`config.mk`:
```
export PLATFORM = sky130hd
export DESIGN_NAME = ready_queue_policy_scheduler_flat
export DESIGN_NICKNAME = d
export VERILOG_FILES = /design/src/rqps_pkg.sv /design/src/rqps_in_if.sv /design/src/rqps_out_if.sv /design/src/rqps_mem.sv /design/src/rqps_cmp.sv /design/src/ready_queue_policy_scheduler.sv /design/src/flat_wrapper.sv
export SDC_FILE = /design/constraint.sdc
export NUM_CORES = 1
export LEC_CHECK = 0
export ABC_AREA = 0
export CAP_MARGIN = 20
export CORE_MARGIN = 1.5
export CORE_UTILIZATION = 30
export CTS_BUF_LIST = sky130_fd_sc_hd__clkbuf_4 sky130_fd_sc_hd__clkbuf_8
export DETAILED_ROUTE_END_ITERATION = 7
export DONT_BUFFER_PORTS = 1
export GPL_ROUTABILITY_DRIVEN = 0
export PLACE_DENSITY = 0.54
export SYNTH_ARGS = -nofsm -noshare
export SYNTH_HDL_FRONTEND = slang
export SYNTH_SLANG_ARGS = --single-unit
```
`constraint.sdc`:
```
create_clock -name clk -period 6.35 [get_ports clk]
set_input_delay 0.635 -clock clk [delete_from_list [all_inputs] [get_ports clk]]
set_output_delay 0.635 -clock clk [all_outputs]
set_load 0.1 [all_outputs]
```
`src/rqps_pkg.sv`:
```
// Shared types, widths and codes of the ready queue policy scheduler.
`default_nettype none
package rqps_pkg;

  // Field widths
  localparam int ACTION_W = 1;
  localparam int PROC_W   = 8;
  localparam int BURST_W  = 24;
  localparam int STATUS_W = 2;
  localparam int POLICY_W = 2;

  // Ready table depth default
  localparam int DEPTH_DEF = 16;

  // Configuration port geometry
  localparam int CFG_AW = 3;
  localparam int CFG_DW = 32;

  // Register index (paddr[2] selects the register word)
  localparam logic REG_POLICY = 1'b0;

  // Actions
  localparam logic [ACTION_W-1:0] ACT_INSERT = 1'b0;
  localparam logic [ACTION_W-1:0] ACT_SELECT = 1'b1;

  // Policies; the unused code behaves as oldest first
  localparam logic [POLICY_W-1:0] POL_OLDEST   = 2'd0;
  localparam logic [POLICY_W-1:0] POL_LOW_ID   = 2'd1;
  localparam logic [POLICY_W-1:0] POL_SHORTEST = 2'd2;

  // Result status
  localparam logic [STATUS_W-1:0] STAT_DONE  = 2'd0;
  localparam logic [STATUS_W-1:0] STAT_EMPTY = 2'd1;
  localparam logic [STATUS_W-1:0] STAT_FULL  = 2'd2;

  // One ready table entry
  typedef struct packed {
    logic [PROC_W-1:0]  proc;
    logic [BURST_W-1:0] burst;
  } entry_t;

endpackage
`default_nettype wire

```
`src/rqps_in_if.sv`:
```
// Input channel of the scheduler: insert or select transactions.
`default_nettype none
interface rqps_in_if import rqps_pkg::*; ();
  logic                valid;
  logic                ready;
  logic [ACTION_W-1:0] action;
  logic [PROC_W-1:0]   proc_id;
  logic [BURST_W-1:0]  burst_left;

  modport source (output valid, action, proc_id, burst_left, input ready);
  modport sink   (input valid, action, proc_id, burst_left, output ready);
endinterface
`default_nettype wire

```
`src/rqps_out_if.sv`:
```
// Result channel of the scheduler: selected entry and status.
`default_nettype none
interface rqps_out_if import rqps_pkg::*; ();
  logic                valid;
  logic                ready;
  logic [PROC_W-1:0]   out_proc_id;
  logic [BURST_W-1:0]  out_burst;
  logic [STATUS_W-1:0] status;

  modport source (output valid, out_proc_id, out_burst, status, input ready);
  modport sink   (input valid, out_proc_id, out_burst, status, output ready);
endinterface
`default_nettype wire

```
`src/rqps_mem.sv`:
```
// Ready table storage: one write port, one registered read port.
`default_nettype none
module rqps_mem import rqps_pkg::*; #(
  parameter int DEPTH = DEPTH_DEF,
  parameter int IW    = 4
) (
  input  wire logic          clk,
  input  wire logic          we,
  input  wire logic [IW-1:0] waddr,
  input  wire entry_t        wdata,
  input  wire logic [IW-1:0] raddr,
  output entry_t             rdata
);

  entry_t mem [DEPTH];

  // Write port
  always_ff @(posedge clk) begin
    if (we) begin
      mem[waddr] <= wdata;
    end
  end

  // Registered read port
  always_ff @(posedge clk) begin
    rdata <= mem[raddr];
  end

endmodule
`default_nettype wire

```
`src/rqps_cmp.sv`:
```
// Shared key compare: is the candidate entry preferred over the current best.
`default_nettype none
module rqps_cmp import rqps_pkg::*; (
  input  wire logic [POLICY_W-1:0] policy,
  input  wire entry_t              cand,
  input  wire entry_t              best,
  output logic                     better
);

  logic [BURST_W-1:0] key_cand;
  logic [BURST_W-1:0] key_best;
  logic               keyed;

  // Pick the key the policy orders by
  always_comb begin
    key_cand = cand.burst;
    key_best = best.burst;
    keyed    = 1'b0;
    case (policy)
      POL_LOW_ID: begin
        key_cand = BURST_W'(cand.proc);
        key_best = BURST_W'(best.proc);
        keyed    = 1'b1;
      end
      POL_SHORTEST: begin
        keyed = 1'b1;
      end
      default: begin
        keyed = 1'b0;
      end
    endcase
  end

  // Strictly less keeps the earliest entry on ties
  assign better = keyed && (key_cand < key_best);

endmodule
`default_nettype wire

```
`src/ready_queue_policy_scheduler.sv`:
```
// Top level of the ready queue policy scheduler: sequencer, table and config port.
//
// Keeps up to DEPTH ready entries in arrival order in a single-port-read table.
// An insert transaction is written to the table when it is accepted, and its
// result then goes to the output register. A select on a table of N entries
// scans all N entries through one shared comparator, one entry per cycle, then
// closes the gap left by the chosen entry at index k by moving the N-1-k
// younger entries down one slot per cycle, and presents the result through
// the output register. Empty selects and inserts, refused ones too, skip the
// scan and the shift and go straight to presenting their result. One
// transaction is in work at a time; the input is ready only while the
// sequencer is idle, and a finished result waits in the output register while
// the next one is accepted. No clearing pass is needed after reset. The policy
// register sits at byte address 0; the user must write it only while the block
// is idle, and the block itself does not enforce this.
`default_nettype none
module ready_queue_policy_scheduler import rqps_pkg::*; #(
  parameter int DEPTH = DEPTH_DEF
) (
  input  wire logic              clk,
  input  wire logic              rst_n,
  rqps_in_if.sink                in_ch,
  rqps_out_if.source             out_ch,
  input  wire logic              cfg_psel,
  input  wire logic              cfg_penable,
  input  wire logic              cfg_pwrite,
  input  wire logic [CFG_AW-1:0] cfg_paddr,
  input  wire logic [CFG_DW-1:0] cfg_pwdata,
  output logic      [CFG_DW-1:0] cfg_prdata,
  output logic                   cfg_pready
);

  localparam int IW = (DEPTH > 1) ? $clog2(DEPTH) : 1;
  localparam int CW = $clog2(DEPTH + 1);
  localparam logic [CW-1:0] DEPTH_C = CW'(DEPTH);

  typedef enum logic [3:0] {
    ST_IDLE  = 4'b0001,
    ST_SCAN  = 4'b0010,
    ST_SHIFT = 4'b0100,
    ST_DONE  = 4'b1000
  } state_t;

  state_t              state_r, state_nxt;
  logic [CW-1:0]       count_r, count_nxt;
  logic [CW-1:0]       ptr_r, ptr_nxt;
  logic                dv_r, dv_nxt;
  logic [IW-1:0]       didx_r, didx_nxt;
  entry_t              best_r, best_nxt;
  logic [IW-1:0]       bidx_r, bidx_nxt;
  entry_t              res_r, res_nxt;
  logic [STATUS_W-1:0] stat_r, stat_nxt;
  logic [POLICY_W-1:0] policy_r;
  logic                out_valid_r;
  entry_t              out_data_r;
  logic [STATUS_W-1:0] out_stat_r;

  logic                in_fire;
  logic                issue;
  logic                better;
  logic                take;
  logic                last_data;
  logic [IW-1:0]       bidx_sel;
  logic                out_load;
  logic                cfg_wr;

  logic                mem_we;
  logic [IW-1:0]       mem_waddr;
  entry_t              mem_wdata;
  entry_t              mem_rdata;
  entry_t              in_entry;

  // Configuration port
  assign cfg_pready = 1'b1;
  assign cfg_wr     = cfg_psel && cfg_penable && cfg_pwrite && (cfg_paddr[2] == REG_POLICY);
  assign cfg_prdata = (cfg_paddr[2] == REG_POLICY) ? CFG_DW'(policy_r) : '0;

  always_ff @(posedge clk) begin
    if (!rst_n) begin
      policy_r <= POL_OLDEST;
    end else if (cfg_wr) begin
      policy_r <= cfg_pwdata[POLICY_W-1:0];
    end
  end

  // Handshake and read issue
  assign in_ch.ready = (state_r == ST_IDLE);
  assign in_fire     = in_ch.valid && in_ch.ready;
  assign in_entry    = '{proc: in_ch.proc_id, burst: in_ch.burst_left};
  assign issue       = ((state_r == ST_SCAN) || (state_r == ST_SHIFT)) && (ptr_r < count_r);

  rqps_cmp u_cmp (
    .policy (policy_r),
    .cand   (mem_rdata),
    .best   (best_r),
    .better (better)
  );

  assign take      = dv_r && ((didx_r == '0) || better);
  assign last_data = dv_r && (CW'(didx_r) == (count_r - CW'(1)));
  assign bidx_sel  = take ? didx_r : bidx_r;

  // Table write: append on insert, move down during the shift pass
  always_comb begin
    mem_we    = 1'b0;
    mem_waddr = didx_r - IW'(1);
    mem_wdata = mem_rdata;
    if (in_fire && (in_ch.action == ACT_INSERT) && (count_r != DEPTH_C)) begin
      mem_we    = 1'b1;
      mem_waddr = count_r[IW-1:0];
      mem_wdata = in_entry;
    end else if ((state_r == ST_SHIFT) && dv_r) begin
      mem_we = 1'b1;
    end
  end

  rqps_mem #(
    .DEPTH (DEPTH),
    .IW    (IW)
  ) u_mem (
    .clk   (clk),
    .we    (mem_we),
    .waddr (mem_waddr),
    .wdata (mem_wdata),
    .raddr (ptr_r[IW-1:0]),
    .rdata (mem_rdata)
  );

  // Sequencer
  always_comb begin
    state_nxt = state_r;
    count_nxt = count_r;
    ptr_nxt   = issue ? (ptr_r + CW'(1)) : ptr_r;
    dv_nxt    = issue;
    didx_nxt  = issue ? ptr_r[IW-1:0] : didx_r;
    best_nxt  = best_r;
    bidx_nxt  = bidx_r;
    res_nxt   = res_r;
    stat_nxt  = stat_r;
    out_load  = 1'b0;
    unique case (state_r)
      ST_IDLE: begin
        if (in_fire) begin
          res_nxt  = '0;
          stat_nxt = STAT_DONE;
          ptr_nxt  = '0;
          if (in_ch.action == ACT_INSERT) begin
            if (count_r == DEPTH_C) begin
              stat_nxt = STAT_FULL;
            end else begin
              count_nxt = count_r + CW'(1);
            end
            state_nxt = ST_DONE;
          end else if (count_r == '0) begin
            stat_nxt  = STAT_EMPTY;
            state_nxt = ST_DONE;
          end else begin
            state_nxt = ST_SCAN;
          end
        end
      end
      ST_SCAN: begin
        if (take) begin
          best_nxt = mem_rdata;
          bidx_nxt = didx_r;
        end
        if (last_data) begin
          res_nxt   = take ? mem_rdata : best_r;
          ptr_nxt   = CW'(bidx_sel) + CW'(1);
          state_nxt = ST_SHIFT;
        end
      end
      ST_SHIFT: begin
        if (!issue && !dv_r) begin
          count_nxt = count_r - CW'(1);
          state_nxt = ST_DONE;
        end
      end
      ST_DONE: begin
        if (!out_valid_r || out_ch.ready) begin
          out_load  = 1'b1;
          state_nxt = ST_IDLE;
        end
      end
      default: begin
        state_nxt = ST_IDLE;
      end
    endcase
  end

  // Control registers
  always_ff @(posedge clk) begin
    if (!rst_n) begin
      state_r     <= ST_IDLE;
      count_r     <= '0;
      ptr_r       <= '0;
      dv_r        <= 1'b0;
      out_valid_r <= 1'b0;
    end else begin
      state_r <= state_nxt;
      count_r <= count_nxt;
      ptr_r   <= ptr_nxt;
      dv_r    <= dv_nxt;
      if (out_load) begin
        out_valid_r <= 1'b1;
      end else if (out_ch.ready) begin
        out_valid_r <= 1'b0;
      end
    end
  end

  // Payload registers
  always_ff @(posedge clk) begin
    didx_r <= didx_nxt;
    best_r <= best_nxt;
    bidx_r <= bidx_nxt;
    res_r  <= res_nxt;
    stat_r <= stat_nxt;
    if (out_load) begin
      out_data_r <= res_r;
      out_stat_r <= stat_r;
    end
  end

  assign out_ch.valid       = out_valid_r;
  assign out_ch.out_proc_id = out_data_r.proc;
  assign out_ch.out_burst   = out_data_r.burst;
  assign out_ch.status      = out_stat_r;

  // Checks
  a_count_max: assert property (@(posedge clk) disable iff (!rst_n)
    count_r <= DEPTH_C)
    else $error("ready table count above depth");

  a_insert_grows: assert property (@(posedge clk) disable iff (!rst_n)
    in_fire && (in_ch.action == ACT_INSERT) && (count_r != DEPTH_C)
    |=> count_r == ($past(count_r) + CW'(1)))
    else $error("accepted insert did not grow the table");

  a_scan_nonempty: assert property (@(posedge clk) disable iff (!rst_n)
    (state_r == ST_SCAN) |-> (count_r != '0))
    else $error("scan started on an empty table");

  a_shift_addr: assert property (@(posedge clk) disable iff (!rst_n)
    mem_we && (state_r == ST_SHIFT) |-> (didx_r != '0))
    else $error("shift pass moved the head entry");

endmodule
`default_nettype wire
```
`src/flat_wrapper.sv`:
```
// flat-port wrapper written by rule: the top's interface ports become plain ports
module ready_queue_policy_scheduler_flat import rqps_pkg::*;
#(
  parameter int DEPTH = DEPTH_DEF
)
  (clk, rst_n, cfg_psel, cfg_penable, cfg_pwrite, cfg_paddr, cfg_pwdata, cfg_prdata, cfg_pready, in_ch_valid, in_ch_action, in_ch_proc_id, in_ch_burst_left, in_ch_ready, out_ch_valid, out_ch_out_proc_id, out_ch_out_burst, out_ch_status, out_ch_ready);
  rqps_in_if in_ch_i ();
  rqps_out_if out_ch_i ();
  input  wire logic clk;
  input  wire logic rst_n;
  input  wire logic cfg_psel;
  input  wire logic cfg_penable;
  input  wire logic cfg_pwrite;
  input  wire logic [CFG_AW-1:0] cfg_paddr;
  input  wire logic [CFG_DW-1:0] cfg_pwdata;
  output logic      [CFG_DW-1:0] cfg_prdata;
  output logic cfg_pready;
  input wire logic [$bits(in_ch_i.valid)-1:0] in_ch_valid;
  input wire logic [$bits(in_ch_i.action)-1:0] in_ch_action;
  input wire logic [$bits(in_ch_i.proc_id)-1:0] in_ch_proc_id;
  input wire logic [$bits(in_ch_i.burst_left)-1:0] in_ch_burst_left;
  output wire logic [$bits(in_ch_i.ready)-1:0] in_ch_ready;
  output wire logic [$bits(out_ch_i.valid)-1:0] out_ch_valid;
  output wire logic [$bits(out_ch_i.out_proc_id)-1:0] out_ch_out_proc_id;
  output wire logic [$bits(out_ch_i.out_burst)-1:0] out_ch_out_burst;
  output wire logic [$bits(out_ch_i.status)-1:0] out_ch_status;
  input wire logic [$bits(out_ch_i.ready)-1:0] out_ch_ready;
  assign in_ch_i.valid = in_ch_valid;
  assign in_ch_i.action = in_ch_action;
  assign in_ch_i.proc_id = in_ch_proc_id;
  assign in_ch_i.burst_left = in_ch_burst_left;
  assign in_ch_ready = in_ch_i.ready;
  assign out_ch_valid = out_ch_i.valid;
  assign out_ch_out_proc_id = out_ch_i.out_proc_id;
  assign out_ch_out_burst = out_ch_i.out_burst;
  assign out_ch_status = out_ch_i.status;
  assign out_ch_i.ready = out_ch_ready;
  ready_queue_policy_scheduler #(.DEPTH(DEPTH)) u_core (.clk(clk), .rst_n(rst_n), .in_ch(in_ch_i), .out_ch(out_ch_i), .cfg_psel(cfg_psel), .cfg_penable(cfg_penable), .cfg_pwrite(cfg_pwrite), .cfg_paddr(cfg_paddr), .cfg_pwdata(cfg_pwdata), .cfg_prdata(cfg_prdata), .cfg_pready(cfg_pready));
endmodule
```
# After elaboration in Yosys (flattened, before gate mapping)
# Memory sizes are Yosys's and may differ from the RTL's. A register that Yosys moved wholly into a read port is not among the register bits.
# Cells that the tools add are included.
# W data, S select, Z words.
op_classes:
  add_sub_neg: 5
  order_cmp: 2
  n_eq_ne: 15
  n_mux: 38
  bitwise_logic: 2
  n_reduce_logical: 28
ops:
  columns: ["operator", "n"]
  rows:
  - ["$mux W32", 4]
  - ["$pmux W32 S2", 1]
  - ["$mux W24", 2]
  - ["$mux W5", 7]
  - ["$mux W4", 8]
  - ["$lt A24 B24 Y1", 1]
  - ["$pmux W5 S2", 2]
  - ["$pmux W4 S4", 1]
  - ["$logic_and A1 B1 Y1", 12]
  - ["$add A5 B1 Y5 const B", 2]
  - ["$mux W1", 10]
  - ["$ne A2 B2 Y1 const B", 4]
  - ["$mux W2", 3]
  - ["$reduce_bool A2 Y1", 3]
  - ["$add A4 B1 Y5 const B", 1]
  - ["$eq A4 B5 Y1", 1]
  - ["$eq A5 B5 Y1 const B", 1]
  - ["$logic_not A5 Y1", 1]
  - ["$lt A5 B5 Y1", 1]
  - ["$ne A5 B5 Y1 const B", 1]
  - ["$reduce_and A5 Y1", 1]
  - ["$sub A5 B1 Y5 const B", 1]
  - ["$eq A4 B1 Y1 const B", 1]
  - ["$eq A4 B2 Y1 const B", 1]
  - ["14 further kinds", 20]
totals:
  register_bits: 126
  ramBits: 512
  inputBits: 75
  output_inout_bits: 69
  elab_cells: 107
  mem_count: 1
memory_table:
  columns: ["name", "words", "word_bits", "read_ports", "rd_ports_with_merged_regs", "write_ports", "line_no", "text"]
  rows:
  - ["u_core.u_mem.mem", 16, 32, 1, 1, 1, "rqps_mem.sv:15", "entry_t mem [DEPTH];"]

# Longest topological paths before layout
# Gate-level depths: netlist (run 1).
logic_depth:
  ltp_word: 10
  ltp_mapped: 19
  ltp_nobuf: 16

# Modules after synthesis
# Synthesis (run 1) repeated with hierarchy kept, for this count alone.
hier_totals:
  hier_cells: 1464
  hier_area_um2: 26703.1
by_module_without_submodules:
  columns: ["module", "n_inst", "cells_per_inst", "area_per_inst_um2", "seq_area_each_um2"]
  rows:
  - ["rqps_mem", 1, 838, 19835.3, 16015.4]
  - ["ready_queue_policy_scheduler", 1, 513, 5949.5, 3603.5]
  - ["rqps_cmp", 1, 113, 918.4, 0.0]

# Worst setup path after synthesis (run 1)
# Ideal clock, no wire load.
synth_timing:
  path_type: "flip-flop to flip-flop"
  start: "register u_core.state_r[2]"
  end: "memory u_core.u_mem.mem[8][0] (netlist bit) (enable)"
  setup_time_ns: 0.421
  arrival_ns: 3.737
  required_time_ns: 5.929
  slack_ns: 2.192
  stages_incl_launch_ff: 11
  n_path_buf: 1
  synth_period_minus_slack_ns: 4.158
  cell_sequence: "dfxtp_1 > nor2_1 > nand3b_1 > inv_1 > nand2_1 > or3_1 > clkbuf_1 > nand2_1 > a21boi_0 > nand2_1 > nor2_1"
synth_between:
  elab_chain_len: 7
  elab_cells_between_ends: 11
  classes_between: "eq/ne (2); mux (5); reduce/logical (4)"
synth_lines:
  columns: ["element", "line_no", "text"]
  rows:
  - ["start, declared", "ready_queue_policy_scheduler.sv:44", "state_t state_r, state_nxt;"]
  - ["start signal, assigned", "ready_queue_policy_scheduler.sv:200", "state_r <= state_nxt;"]
  - ["$eq A4 B1 Y1 (*)", "ready_queue_policy_scheduler.sv:87", "assign in_ch.ready = (state_r == ST_IDLE);"]
  - ["named net in_ch_ready", "flat_wrapper.sv:22", "output wire logic [$bits(in_ch_i.ready)-1:0] in_ch_ready;"]
  - ["$logic_and A1 B1 Y1 (*)", "ready_queue_policy_scheduler.sv:88", "assign in_fire = in_ch.valid && in_ch.ready;"]
  - ["$logic_and A1 B1 Y1 (*) (2 in series)", "ready_queue_policy_scheduler.sv:108", "if (in_fire && (in_ch.action == ACT_INSERT) && (count_r != DEPTH_C)) begin"]
  - ["$mux W1", "ready_queue_policy_scheduler.sv:108", null]
  - ["$mux W1", "rqps_mem.sv:19", "if (we) begin"]
  - ["$mux W1 (implied by the code)", "rqps_mem.sv:20", "mem[waddr] <= wdata;"]
  - ["end, declared", "rqps_mem.sv:15", null]
# The timed path passes the listed nets; every way through them passes the cells marked *.

# Worst setup path in the final report (run 1)
layout_timing:
  start: "register u_core.count_r[0]"
  end: "memory u_core.u_mem.mem[14][3] (netlist bit) (enable)"
layout_between:
  elab_chain_len: 5
  elab_cells_between_ends: 6
  classes_between: "eq/ne (1); mux (4); reduce/logical (1)"
layout_lines:
  columns: ["element", "line_no", "text"]
  rows:
  - ["start, declared", "ready_queue_policy_scheduler.sv:45", "logic [CW-1:0] count_r, count_nxt;"]
  - ["start signal, assigned", "ready_queue_policy_scheduler.sv:201", "count_r <= count_nxt;"]
  - ["$ne A5 B5 Y1", "ready_queue_policy_scheduler.sv:108", null]
  - ["$logic_and A1 B1 Y1", "ready_queue_policy_scheduler.sv:108", null]
  - ["$mux W1", "ready_queue_policy_scheduler.sv:108", null]
  - ["$mux W1", "rqps_mem.sv:19", null]
  - ["$mux W1 (implied by the code)", "rqps_mem.sv:20", null]
# Several ways; a longest one is shown, not always the timed one.

==> flow_metrics.env, run 1 <==
export IMPL_clock_tree_root_cell="clkbuf_8"
export IMPL_fmax_mhz=219
export IMPL_critPathCaptureType="flip-flop"
export IMPL_area_growth_pct=14.2
export IMPL_clock_sinks=670
export IMPL_io_pins=144
export IMPL_core_area_sq_um=88400
export IMPL_synth_common_cells="edfxtp_1 (620), mux4_2 (160), nand2_1 (121)"
export IMPL_grt_use_total_pct=13.5
export IMPL_synth_area_sq_um=26800
export IMPL_hp_class="input pin to flip-flop"
export IMPL_clock_latency_ps=700
export IMPL_grt_pass1_vias=13600
export IMPL_critPathLaunchType="flip-flop"
export IMPL_synth_seq_cells=670
export IMPL_numCtsBuffers=108
export IMPL_die_w_microns=302
export IMPL_period_needed_ps=4560
export IMPL_slew_headroom_pct=29.1
export IMPL_drt_iter0_drc=954
export IMPL_p_leak_nw=9.72
export IMPL_min_delay_start="rst_n"
export IMPL_syn_avg_cell_area_sq_um=19.4
export IMPL_grt_pass1_wl_microns=89300
export IMPL_die_h_microns=302
export IMPL_clkTransAtPathRegs_ps=60
export IMPL_synth_most_common_cell="edfxtp_1"
export IMPL_dp_worst_setup_slack_ps=1800
export IMPL_nets=1569
export IMPL_antenna_found_initial=10
export IMPL_crit_chain="inv_1 -> ha_1 -> nand2_1 -> nor2_1 -> or3_2 -> buf_4 -> nand2_1 -> a21boi_0 -> nand2_1 -> nor2_4 -> buf_4"
export IMPL_irDropWorstVdd_uv=152
export IMPL_required_ps=6680
export IMPL_final_antenna_net_count=0
export IMPL_start_util_pct=30.3
export IMPL_critPathMaxStageDelay_ps=730
export IMPL_cts_tree="done"
export IMPL_dp_hpwl_microns=34800
export IMPL_synth_warnings=0
export IMPL_skew_ps=31.4
export IMPL_seq_area_frac_synth_pct=73.3
export IMPL_drive_gt1_share_pct=30.4
export IMPL_finalPower_mw=10.0
export IMPL_synth_edf_count=620
export IMPL_finalNonFillerCells=2716
export IMPL_rows=109
export IMPL_wl_per_cell_microns=22.4
export IMPL_path_max_fanout=19
export IMPL_setup_tns_final_ps=0
export IMPL_yosys_area_top_type="edfxtp_1"
export IMPL_slowest_stage="or3_2"
export IMPL_crit_top_cell="nand2_1"
export IMPL_fin_crit_sh_pct=71.8
export IMPL_dp_cells=2513
export IMPL_post_synth_top_area_fraction_pct=69.5
export IMPL_drc_errors=0
export IMPL_final_util_pct=34.6
export IMPL_rsz0062_at_grt="false"
export IMPL_syn_inst=1382
export IMPL_grt_start_max_net_pins=70
export IMPL_pwr_density_cell_nw_per_um2=327
export IMPL_die_area_sq_um=91100
export IMPL_max_cap_violations=0
export IMPL_reg2reg_setup_slack_ps=1790
export IMPL_drt_total_wl_microns=60800
export IMPL_finalHoldViolCount=0
export IMPL_synthArstFlopShare_pct=0
export IMPL_tightest_slew_ps=1060
export IMPL_clock_path_buffers=3
export IMPL_drt_pass1_iter_count=5
export IMPL_vias=12900
export IMPL_synthFlopType="edfxtp_1"
export IMPL_via_per_inst=4.74
export IMPL_globalRoute_totalOverflow=0
export IMPL_post_cts_buffers=0
export IMPL_setup_viol=0
export IMPL_portBuffers=0
export IMPL_status="finished, final reports clean"
export IMPL_cp_startpoint="u_core.count_r[0]"
export IMPL_arrival_ps=4890
export IMPL_ys_types=60
export IMPL_timing_rr_start="u_core.count_r[0]"
export IMPL_layout_setup_ws_ps=1790
export IMPL_htreeDepth=3
export IMPL_yosys_top_cells_area="edfxtp_1 (70%), mux4_2 (13%), dfxtp_1 (3.7%), nand2_1 (1.7%), ha_1 (1.6%)"
export IMPL_maxSlewViolCount=0
export IMPL_worstSetupPathType="flip-flop to flip-flop"
## where the power goes
group          total, mW  switching, mW  internal (mW)
registers           5.34          0.198           5.15
clock network       3.94           1.70           2.25
logic              0.709          0.540          0.169
## through the flow
stage          hold slack, ps  area [sq um]
5_1_grt                  19.8         30600
2_1_floorplan             400         26900
4_1_cts                  1.85         30600
6_report                 66.5         30600
3_3_place_gp              403         28200
3_5_place_dp              407         28200
## final timing paths
path                           endpoint  cells past startpoint
max reg2reg     u_core.u_mem.mem[14][3]                     11
max             u_core.u_mem.mem[14][3]                     11
min                   u_core.count_r[1]                      1
min reg2reg  u_core.out_ch.out_burst[2]                      0
## cells in the final DEF (no fill, tap or decap), types with 16 or more instances in the layout
cell / n
edfxtp_1: 620
mux4_2: 160
nand2_1: 121
clkbuf_8: 121
dfxtp_1: 46
clkbuf_4: 44
mux2_2: 34
ha_1: 34
conb_1: 31
buf_4: 31
and2_1: 23
nor2b_1: 21
o21ai_0: 19
and2_2: 19
clkinv_1: 18
nand2b_1: 16
nor2_4: 16
## layer usage
metal / up-vias / routed length (microns) / track usage (%)
li1: 5619 / - / -
met3: 116 / 3130 / 3.43
met5: - / 103 / 0
met1: 6833 / 26700 / 17.5
met4: 16 / 1150 / 3.76
met2: 290 / 29700 / 22.4
## registers in the layout, indices dropped and copies added, names as in the netlist
signal,flops
u_core.count_r,5
u_core.bidx_r,4
u_core.didx_r,4
u_core.state_r,4
u_core.res_r,32
u_core.stat_r,2
u_core.out_ch.out_proc_id,8
u_core.policy_r,2
u_core.ptr_r,5
u_core.u_mem.rdata,32
u_core.best_r,32
u_core.out_ch.status,2
u_core.out_ch.valid,1
u_core.u_mem.mem,512
u_core.dv_r,1
u_core.out_ch.out_burst,24
## critical path: cells and delay by family (launching register included)
| family | cells | cell delay (ps) |
|---|---|---|
| AO/OA/AOI/OAI | 1 | 300 |
| adder cells (fa/ha/maj) | 1 | 240 |
| buffers and inverters | 3 | 1000 |
| flip-flops | 1 | 560 |
| AND/OR/NAND/NOR | 6 | 2080 |
## what timing repair did
item,CTS,global route
hold buffers,1,0
hold endpoints to repair,5,0
resized for setup,0,0
## final cells by class
cell class              instances  area [sq um]
clock inverters                36           327
clock buffers                 165          2000
flip-flops and latches        670         19600
inverters                      16          60.1
diodes                          1          2.50
fillers                      8306         57800
well taps                    1165          1460
repair buffers                 33           263
multi-input cells             630          6840
## kinds of logic after synthesis
family | count (synthesis) | share of synthesized area, %
AO/OA/AOI/OAI | 60 | 1.47
XOR/XNOR | 18 | 0.589
adder cells (fa/ha/maj) | 35 | 1.64
buffers and inverters | 111 | 2.14
flip-flops | 670 | 73.3
multiplexers | 213 | 15.7
other | 2 | 0.0280
AND/OR/NAND/NOR | 273 | 5.18
No activity file was read; power rests on OpenSTA's default activity.
==> inputs of run 2 (changes only) <==
--- a/config.mk
+++ b/config.mk
@@ -13,7 +13,7 @@
 export DETAILED_ROUTE_END_ITERATION = 7
 export DONT_BUFFER_PORTS = 1
 export GPL_ROUTABILITY_DRIVEN = 0
-export PLACE_DENSITY = 0.54
+export PLACE_DENSITY = 0.55
 export SYNTH_ARGS = -nofsm -noshare
 export SYNTH_HDL_FRONTEND = slang
 export SYNTH_SLANG_ARGS = --single-unit
==> constraint.sdc (replaced) <==
create_clock -name clk -period 4.05 [get_ports clk]
set_input_delay 0.405 -clock clk [delete_from_list [all_inputs] [get_ports clk]]
set_output_delay 0.405 -clock clk [all_outputs]
set_load 0.1 [all_outputs]
==> flow_metrics.env, run 2 (same netlist as run 1, synthesis figures left out) <==
export IMPL_die_h_microns=302
export IMPL_dp_worst_setup_slack_ps=269
export IMPL_vias=13100
export IMPL_cp_startpoint="u_core.policy_r[1]"
export IMPL_dp_hpwl_microns=37000
export IMPL_max_cap_violations=0
export IMPL_globalRoute_totalOverflow=0
export IMPL_finalHoldViolCount=0
export IMPL_dp_cells=2545
export IMPL_area_growth_pct=15.3
export IMPL_timing_rr_end="u_core.ptr_r[1]"
export IMPL_critPathCaptureType="flip-flop"
export IMPL_rsz0062_at_grt="false"
export IMPL_critPathLaunchType="flip-flop"
export IMPL_wl_per_cell_microns=23.2
export IMPL_portBuffers=0
export IMPL_dpl_cell_area_sq_um=28500
export IMPL_arrival_ps=4280
export IMPL_final_cell_mix="edfxtp_1 (620), mux4_2 (160), nand2_1 (121), clkbuf_8 (121), buf_4 (58)"
export IMPL_clock_sinks=670
export IMPL_status="finished, final reports clean"
export IMPL_clock_latency_ps=710
export IMPL_numCtsBuffers=108
export IMPL_period_needed_ps=3690
export IMPL_clock_tree_root_cell="clkbuf_8"
export IMPL_grt_start_max_net_pins=133
export IMPL_cts_tree="done"
export IMPL_maxSlewViolCount=0
export IMPL_fin_crit_sh_pct=91.0
export IMPL_die_area_sq_um=91100
export IMPL_fin_area_sq_um=30900
export IMPL_start_util_pct=30.3
export IMPL_layout_setup_ws_ps=365
export IMPL_mostFrequentLayoutCell="edfxtp_1"
export IMPL_p_leak_nw=9.91
export IMPL_io_pins=144
export IMPL_ff2ff_path_depth=17
export IMPL_die_w_microns=302
export IMPL_endpoint="u_core.ptr_r[1]"
export IMPL_rows=109
export IMPL_tightest_slew_ps=1170
export IMPL_grt_use_total_pct=14.1
export IMPL_drt_iter0_drc=1098
export IMPL_drive_gt1_share_pct=32.0
export IMPL_grt_pass1_wl_microns=92600
export IMPL_hp_class="input pin to flip-flop"
export IMPL_regMostFlops="u_core.u_mem.mem"
export IMPL_worstSetupPathType="flip-flop to flip-flop"
export IMPL_grt_pass1_vias=13700
export IMPL_finalNonFillerCells=2757
export IMPL_fmax_mhz=271
export IMPL_finalPower_mw=15.5
export IMPL_htreeDepth=3
export IMPL_pwr_density_cell_nw_per_um2=502
export IMPL_setup_viol=0
export IMPL_clock_path_buffers=3
export IMPL_core_area_sq_um=88400
export IMPL_clkTransAtPathRegs_ps=60
export IMPL_antenna_found_initial=12
export IMPL_required_ps=4650
export IMPL_path_max_fanout=48
export IMPL_irDropWorstVdd_uv=266
export IMPL_largest_reg_flops=512
export IMPL_drt_pass1_iter_count=5
export IMPL_skew_ps=41.4
export IMPL_final_antenna_net_count=0
export IMPL_fillerInstances=8307
export IMPL_drt_total_wl_microns=64100
export IMPL_nets=1608
export IMPL_reg2reg_setup_slack_ps=360
export IMPL_slew_headroom_pct=21.7
export IMPL_drc_errors=0
export IMPL_via_per_inst=4.76
export IMPL_timing_rr_start="u_core.policy_r[1]"
-- run 2: cell count changes in the layout (fill, tap and decap cells not counted), sizes merged --
cell,delta
diode,+3
clkinv,+2
bufinv,-3
clkinvlp,-1
buf,+32
inv,-2
dlygate4sd3,+7
clkbuf,+3
-- run 2: per-stage QoR --
stage	util (%)	setup TNS (ps)	hold WS [ps]
floorplan	-	-28520	400
CTS	34.9	0	11.7
global placement	32.3	0	407
finish	35.0	0	82.0
detailed placement	32.3	0	407
global route	34.9	0	51.4
-- run 2: critical path: stages (launching register included) --
cell      delay (ps)
dfxtp_1          330
inv_1             60
ha_2             180
buf_12           170
nand2b_1         180
ha_1             330
a21oi_1          140
o21ai_0          100
a211oi_1         250
nand4_1          300
nor3_2           370
o21ai_4          120
buf_4            170
o21ai_0          270
ha_1             300
nand2_1           60
o31ai_1           60
and2_1           150
-- run 2: layout make-up --
type	instances	area (sq um)	area share [%]
Timing Repair Buffer	72	636	2.06
Sequential cell	670	19600	63.5
Inverter	16	60.1	0.194
Clock buffer	168	2020	6.53
Clock inverter	32	240	0.778
Multi-Input combinational cell	630	6840	22.1
Antenna cell	4	10.0	0.0324
Tap cell	1165	1460	4.72
-- run 2: repair_timing --
action | 4_1_cts | 5_1_grt
endpoints found under the hold margin | 20 | 0
resized for setup | 0 | 0
hold buffers | 8 | 0
setup buffers | 0 | 0
-- run 2: report_power, final --
part / switching (mW) / total, mW / internal (mW)
combinational: 0.874 / 1.16 / 0.283
sequential: 0.312 / 8.38 / 8.07
clock: 2.62 / 5.98 / 3.36
total: 3.81 / 15.5 / 11.7
-- run 2: metal layers --
layer	part of all wire, %	wire length (microns)	up-vias	track usage, %
li1	-	-	5690	-
met1	44	27900	6915	19.6
met2	47	30100	414	22.2
met3	7.3	4710	106	3.29
met4	2.0	1310	10	4.04
met5	0.094	60	-	0
-- run 2: how the worst min path moves through the flow --
stage,from,endpoint,slack (ps),cells past startpoint
6_report,in_ch_action,u_core.state_r[1],80,3
5_1_grt,in_ch_action,u_core.state_r[1],50,3
4_1_cts,in_ch_action,u_core.state_r[1],10,3
3_5_place_dp,u_core.res_r[24],u_core.out_ch.out_proc_id[0],410,0
3_3_place_gp,u_core.res_r[10],u_core.out_ch.out_burst[10],410,0
2_1_floorplan,u_core.res_r[0],u_core.out_ch.out_burst[0],400,0
==> inputs of run 3 (changes only) <==
--- a/config.mk
+++ b/config.mk
@@ -14,6 +14,7 @@
 export DONT_BUFFER_PORTS = 1
 export GPL_ROUTABILITY_DRIVEN = 0
 export PLACE_DENSITY = 0.55
+export SETUP_SLACK_MARGIN = 0.4
 export SYNTH_ARGS = -nofsm -noshare
 export SYNTH_HDL_FRONTEND = slang
 export SYNTH_SLANG_ARGS = --single-unit
==> flow_metrics.env, run 3 (same netlist as run 1, synthesis figures left out) <==
export IMPL_portBuffers=0
export IMPL_clock_sinks=670
export IMPL_regMostFlops="u_core.u_mem.mem"
export IMPL_path_max_fanout=20
export IMPL_drc_errors=0
export IMPL_grt_pass1_vias=13600
export IMPL_clockPowerShare_pct=38.0
export IMPL_hp_class="input pin to flip-flop"
export IMPL_mostFrequentLayoutCell="edfxtp_1"
export IMPL_drt_iter0_drc=1099
export IMPL_seq_area_sq_um=19600
export IMPL_htreeDepth=3
export IMPL_fin_crit_sh_pct=86.0
export IMPL_die_w_microns=302
export IMPL_pwr_share_seq_pct=54.5
export IMPL_wl_per_cell_microns=22.9
export IMPL_area_growth_pct=15.8
export IMPL_clock_latency_ps=700
export IMPL_cts_tree="done"
export IMPL_clock_path_buffers=3
export IMPL_nets=1613
export IMPL_diodes=0
export IMPL_final_cell_mix="edfxtp_1 (620), mux4_2 (160), nand2_1 (121)"
export IMPL_arrival_ps=4040
export IMPL_fmax_mhz=287
export IMPL_irDropWorstVdd_uv=255
export IMPL_finalHoldViolCount=0
export IMPL_via_per_inst=4.76
export IMPL_required_ps=4610
export IMPL_dp_hpwl_microns=35800
export IMPL_io_pins=144
export IMPL_drt_total_wl_microns=63000
export IMPL_die_h_microns=302
export IMPL_holdWs_ps=93.0
export IMPL_p_sw_mw=3.77
export IMPL_max_cap_violations=0
export IMPL_skew_ps=44.1
export IMPL_grt_pass1_wl_microns=90500
export IMPL_maxSlewViolCount=0
export IMPL_globalRoute_totalOverflow=0
export IMPL_core_area_sq_um=88400
export IMPL_vias=13100
export IMPL_status="finished, final reports clean"
export IMPL_drive_gt1_share_pct=32.7
export IMPL_fillerInstances=8228
export IMPL_reg2reg_setup_slack_ps=570
export IMPL_tightest_slew_ps=1170
export IMPL_die_area_sq_um=91100
export IMPL_grt_start_max_net_pins=133
export IMPL_start_util_pct=30.3
export IMPL_rsz0062_at_grt="false"
export IMPL_setup_viol=0
export IMPL_grt_use_total_pct=13.7
export IMPL_finalPower_mw=15.4
export IMPL_numCtsBuffers=106
export IMPL_power_switching_share_pct=24.5
export IMPL_critPathCaptureType="flip-flop"
export IMPL_combPwrFrac_pct=7.6
export IMPL_pwr_density_cell_nw_per_um2=496
export IMPL_largest_reg_flops=512
export IMPL_slew_headroom_pct=22.2
export IMPL_clkTransAtPathRegs_ps=50
export IMPL_drt_pass1_iter_count=4
export IMPL_dp_cells=2545
export IMPL_finalNonFillerCells=2754
export IMPL_intPower_mw=11.6
export IMPL_p_leak_nw=9.94
export IMPL_period_needed_ps=3480
export IMPL_clock_tree_root_cell="clkbuf_8"
export IMPL_multi_input_area_sq_um=6900
export IMPL_critPathLaunchType="flip-flop"
export IMPL_final_antenna_net_count=0
export IMPL_antenna_found_initial=13
export IMPL_rows=109
export IMPL_worstSetupPathType="flip-flop to flip-flop"
export IMPL_setup_tns_final_ps=0
run 3: cell type report:
cell class / instances / share of cell area (%)
sequential: 670 / 63.3
tap: 1165 / 4.70
multi-input combinational: 630 / 22.3
clock inverter: 28 / 0.674
clock buffer: 166 / 6.40
inverter: 16 / 0.194
timing repair buffer: 79 / 2.45
run 3: stage by stage:
stage               cell area [sq um]  utilization (%)  setup WS [ps]
floorplan                       26900                -           -108
global placement                28600             32.3            296
detailed placement              28600             32.3            372
CTS                             30800             34.9            430
global route                    31000             35.1            389
finish                          31000             35.1            566
run 3: repair_timing:
action | CTS | global route
pin swaps | 1 | 5
gates cloned | 0 | 2
endpoints found under the hold margin | 19 | 0
buffers inserted | 2 | 4
resized for setup | 0 | 16
setup endpoints to repair | 2 | 146
hold buffers | 5 | 0
run 3: path summary, 6_finish.rpt:
kind / startpoint / to / cells after the start
worst max-delay path: u_core.policy_r[1] / u_core.ptr_r[1] / 17
worst min-delay path: in_ch_valid / u_core.state_r[3] / 2
worst max register to register: u_core.policy_r[1] / u_core.ptr_r[1] / 17
worst min register to register: u_core.res_r[29] / u_core.out_ch.out_proc_id[5] / 0
run 3: critical path, cell delays in order (launching register included):
cell and delay [ps]:
dfxtp_2 330, inv_2 50, ha_4 200, buf_12 160, nand2b_1 150, ha_1 290, nand4_1 210, nor4_2 310
buf_4 180, nor3b_4 240, nor3_4 80, o21ai_4 120, buf_4 130, mux2_2 340, ha_1 300, nand2_1 60
o31ai_1 60, and2_1 150
run 3: layer usage:
metal	wire length, microns	part of all wire, %	track usage [%]	up-vias
met5	141	0.22	0	-
met4	1300	2.1	3.85	20
met3	4310	6.8	3.45	113
met2	29700	47	21.8	403
met1	27600	44	18.7	6897
li1	-	-	-	5688
run 3: power by group through the flow:
stage,Sequential (mW),Combinational [mW],Clock (mW)
6_report,8.37,1.16,5.83
4_1_cts,8.38,1.17,6.03
3_5_place_dp,8.52,1.16,0
3_3_place_gp,8.51,1.12,0
2_1_floorplan,8.47,0.811,0
5_1_grt,8.40,1.27,6.31
